**src/rtl/unique_with_inverse_and_counts_defines.svh**
```systemverilog
// Assertion macros shared by the unique-with-inverse block.
`ifndef UNIQUE_WITH_INVERSE_AND_COUNTS_DEFINES_SVH
`define UNIQUE_WITH_INVERSE_AND_COUNTS_DEFINES_SVH
// Implication checked on every clock edge outside reset.
`define UWIC_ASSERT_IMPL(label, ante, cons, msg) \
  label: assert property (@(posedge clk) disable iff (!rst_n) (ante) |-> (cons)) \
    else $error(msg);
// Implication whose consequent is checked in the next cycle.
`define UWIC_ASSERT_NEXT(label, ante, cons, msg) \
  label: assert property (@(posedge clk) disable iff (!rst_n) (ante) |=> (cons)) \
    else $error(msg);
`endif

```
**src/rtl/uwic_ram.sv**
```systemverilog
// Generic single-port-write, one-read synchronous RAM with registered read data.
`timescale 1ns / 1ps
module uwic_ram #(
  parameter int Width = 32,
  parameter int Depth = 64
) (
  input  logic                     clk,
  input  logic                     we,
  input  logic [$clog2(Depth)-1:0] waddr,
  input  logic [Width-1:0]         wdata,
  input  logic [$clog2(Depth)-1:0] raddr,
  output logic [Width-1:0]         rdata
);
  logic [Width-1:0] mem [Depth];

  // Write and registered read.
  always_ff @(posedge clk) begin
    if (we) mem[waddr] <= wdata;
    rdata <= mem[raddr];
  end
endmodule

```
**config.mk**
```make
export PLATFORM = sky130hd
export DESIGN_NAME = uwic_ram
export DESIGN_NICKNAME = d
export VERILOG_FILES = /design/src/rtl/unique_with_inverse_and_counts_defines.svh /design/src/rtl/uwic_ram.sv
export SDC_FILE = /design/constraint.sdc
export NUM_CORES = 2
export LEC_CHECK = 0
export ABC_CLOCK_PERIOD_IN_PS = 5400
export BUFFER_PORTS_ARGS = -buffer_cell sky130_fd_sc_hd__clkbuf_2
export CORE_MARGIN = 10
export CORE_UTILIZATION = 50
export CTS_CLUSTER_DIAMETER = 150
export DETAILED_ROUTE_END_ITERATION = 8
export HOLD_SLACK_MARGIN = 0.12
export PLACE_DENSITY = 0.7
export RECOVER_POWER = 25
export SLEW_MARGIN = 30
export SYNTH_ARGS = -nofsm -noshare
export SYNTH_HDL_FRONTEND = slang
export SYNTH_SLANG_ARGS = --single-unit
```
**constraint.sdc**
```tcl
create_clock -name clk -period 5.4 [get_ports clk]
set_input_delay 0.54 -clock clk [delete_from_list [all_inputs] [get_ports clk]]
set_output_delay 0.54 -clock clk [all_outputs]
set_load 0.005 [all_outputs]
```
==> out/metrics.cfg <==
[status]
outcome = finished with violations
failed_checks = capacitance limit, slew limit

[cells_and_area]
utilization_pct = 57.12
final_nets = 3638
number_of_non_filler_instances_in_the_completed_layout = 5833
post_route_cells_drive_above_1_share_pct = 30.06
area_growth_syn_to_layout_pct = 13.64
num-fill-cells = 10950
final_area_um2 = 89220

[cts]
cts_buffers = 197
cts_buffer_depth = 3
cts.sinks = 2080
cts_resized = 0
cts.repair_timing.setup_buffer_count = 0
cts.reportedPaths.clkPinSlew_ns = 0.06
clockRootBuffer = sky130_fd_sc_hd__clkbuf_16
hold_buffers = 0
cts_max_level = 4
clock_tree_from_tritoncts = done
worstSkewPairLatency_ns = 0.83

[timing]
clock.fmax_ghz = 0.2951
final-hold-violation-count = 0
holdWs_ns = 0.3682
final.min_clock_period_ns = 3.388
drv_slew = 1560
timing.clock.skew_ns = 0.03647
rsz_0062_raised_after_global_routing = false
fin_ws_ns = 2.012
setup_viol_count_final = 0
min_period_over_period_pct = 62.75
tightestPinTransition_ns = 3.508
final.setup.tns_ns = 0
worst_slew_slack_as_a_fraction_of_its_limit_pct = -133.8

[critical_path]
cp_data_arrival_time_ns = 4.05
crit_path_class = primary input to register
timing.critical_path.required_ns = 6.06
cp-start-kind = primary input
worst-path-max-fanout = 67
end_kind = register

[power]
power.share.clock_pct = 40.9
power.sequential.fraction_pct = 54.0
ir_worst_vdd_mv = 0.3005
power.leakage_nw = 27.79
final_total_power_mw = 33.32
p_switching_mw = 7.112
power.share.switching_pct = 21.35
p_per_area_nw_per_um2 = 373.4
internal_power_mw = 26.20
pwr-share-comb_pct = 5.1

[yosys]
asyncSetResetFlopFracSynth_pct = 0
post_synth_main_area_contributors = sky130_fd_sc_hd__edfxtp_1, sky130_fd_sc_hd__mux4_2, sky130_fd_sc_hd__mux2i_1
synth-seq-area-share_pct = 79.14
syn-cell-area_um2 = 78520
synth-xor-area-share_pct = 0
synth-warning-count = 0
post_synth.cell_area_avg_um2 = 23.62
synth_simple_gate_area_share_pct = 1.265
synth_cell_types = 34
synthDominantAreaCellType = sky130_fd_sc_hd__edfxtp_1
synth_top_family_by_area = multiplexers
synthMuxAreaShare_pct = 16.79
synth_enable_flop_cells = 2048
synthesized_area_fraction_occupied_by_adder_cells_pct = 0
synth_top_area_share_pct = 78.33
netlist_instances = 3324
synth_compound_gate_area_share_pct = 1.673
synth_seq_cells = 2080
ys.flop_type = sky130_fd_sc_hd__edfxtp_1
mappedNetlistNets = 3370

[grt]
grt_overflow_total = 0
wire_length_of_the_first_global_routing_pass_um = 287600
grt_pass1_vias = 37860
grt_start_max_net_pins = 90
global_route.usage.total_pct = 23.21
grt_antenna_before_repair = 18

[floorplanning]
core-area_um2 = 156200
die_height_um = 416.3
rows = 145
start_util_pct = 50.26
die_w_um = 416.3
top_level_ports = 78
dieArea_um2 = 173300

[drt]
dr.first_iter.drc_count = 5451
drt-pass1-iter-count = 5
final_antenna_net_count = 0
routed_wirelength_um = 201100
drc = 0
vias_per_cell = 6.432
wl_per_cell_um = 34.48
detailroute.via_count = 37520

[placed_design]
dp.cells = 5447
area_after_detailed_placement_um2 = 82760
dpl.hpwl_um = 114100
place.gp.congestion = 0.8096
port_buffers = 77
detailedPlace.worstSlack_ns = 1.162

[min_path]
hold_class = primary input to register

[job]
max-cap-violations = 24

-- cells in the mapped netlist (all sizes together), types with 5 or more instances --
| cell | n |
|---|---|
| edfxtp | 2048 |
| mux4 | 544 |
| nor2 | 137 |
| buf | 108 |
| mux2i | 93 |
| o22ai | 84 |
| clkbuf | 74 |
| a21oi | 62 |
| dfxtp | 32 |
| o221ai | 27 |
| nand2 | 26 |
| nor2b | 15 |
| a22oi | 12 |
| a311oi | 8 |
| nand2b | 8 |
| nor3 | 7 |
| nand3 | 5 |
| nand3b | 5 |
| or3b | 5 |
-- worst max-delay path: stages --
cell and delay [ns]:
sky130_fd_sc_hd__buf_8 0.61, sky130_fd_sc_hd__buf_12 0.36, sky130_fd_sc_hd__buf_4 0.40, sky130_fd_sc_hd__mux4_2 0.56, sky130_fd_sc_hd__mux4_2 0.53, sky130_fd_sc_hd__o22ai_1 0.77, sky130_fd_sc_hd__nor2_1 0.11
-- per-layer routing --
| layer | up-vias | global-route usage (%) | share of wire, % |
|---|---|---|---|
| li1 | 14820 | - | - |
| met1 | 20170 | 32.20 | 38 |
| met2 | 2209 | 36.63 | 49 |
| met3 | 322 | 4.708 | 9.8 |
| met4 | 4 | 8.724 | 4.0 |
| met5 | - | 0 | 0.017 |
-- placed cells by master, fill, tap and decap left out, types with 62 or more instances in the layout --
cell type                   synthesis  routed
sky130_fd_sc_hd__clkbuf_2           0      73
sky130_fd_sc_hd__a21oi_1           62      62
sky130_fd_sc_hd__nor2_1           137      75
sky130_fd_sc_hd__nor2_4             0      62
sky130_fd_sc_hd__o22ai_1           84      83
sky130_fd_sc_hd__clkbuf_1          74      73
sky130_fd_sc_hd__mux4_2           544     544
sky130_fd_sc_hd__mux2i_1           93      93
sky130_fd_sc_hd__edfxtp_1        2048    2048
sky130_fd_sc_hd__buf_4             25     123
sky130_fd_sc_hd__clkbuf_16          0     199
-- sequential cells by signal (all words and copies together), names as in the netlist --
| register | cells |
|---|---|
| mem | 2048 |
| rdata | 32 |
-- final timing paths --
path	from	endpoint	slack (ns)	depth (start not counted)
worst max-delay path	raddr[0]	rdata[5]	2.01	7
worst min-delay path	waddr[1]	mem[54][15]	0.37	3
worst max register to register	mem[28][13]	rdata[13]	2.78	4
worst min register to register	mem[28][8]	rdata[8]	0.73	4
-- cells by family after synthesis --
| logic type | count (synthesis) |
|---|---|
| DFF | 2080 |
| and+or+nand+nor | 223 |
| muxes | 637 |
| buffers and inverters | 182 |
| AOI/OAI and AO/OA | 202 |
-- layout make-up --
cell class | count | area [um^2] | share of cell area [%]
multi-input combinational | 1062 | 16000 | 17.93
sequential | 2080 | 62140 | 69.64
tap | 2058 | 2575 | 2.886
clock inverter | 106 | 985.9 | 1.105
clock buffer | 267 | 5425 | 6.080
antenna | 9 | 22.52 | 0.02524
timing repair buffer | 251 | 2081 | 2.332
-- power groups by stage --
stage	combinational, mW	clock, mW	sequential (mW)
2_1_floorplan	0.869	0	18.2
3_3_place_gp	1.66	0	18.3
3_5_place_dp	1.69	0	18.3
4_1_cts	1.70	13.8	18.0
5_1_grt	1.77	14.5	18.0
6_report	1.68	13.6	18.0
(Power assumes the default switching activity.)
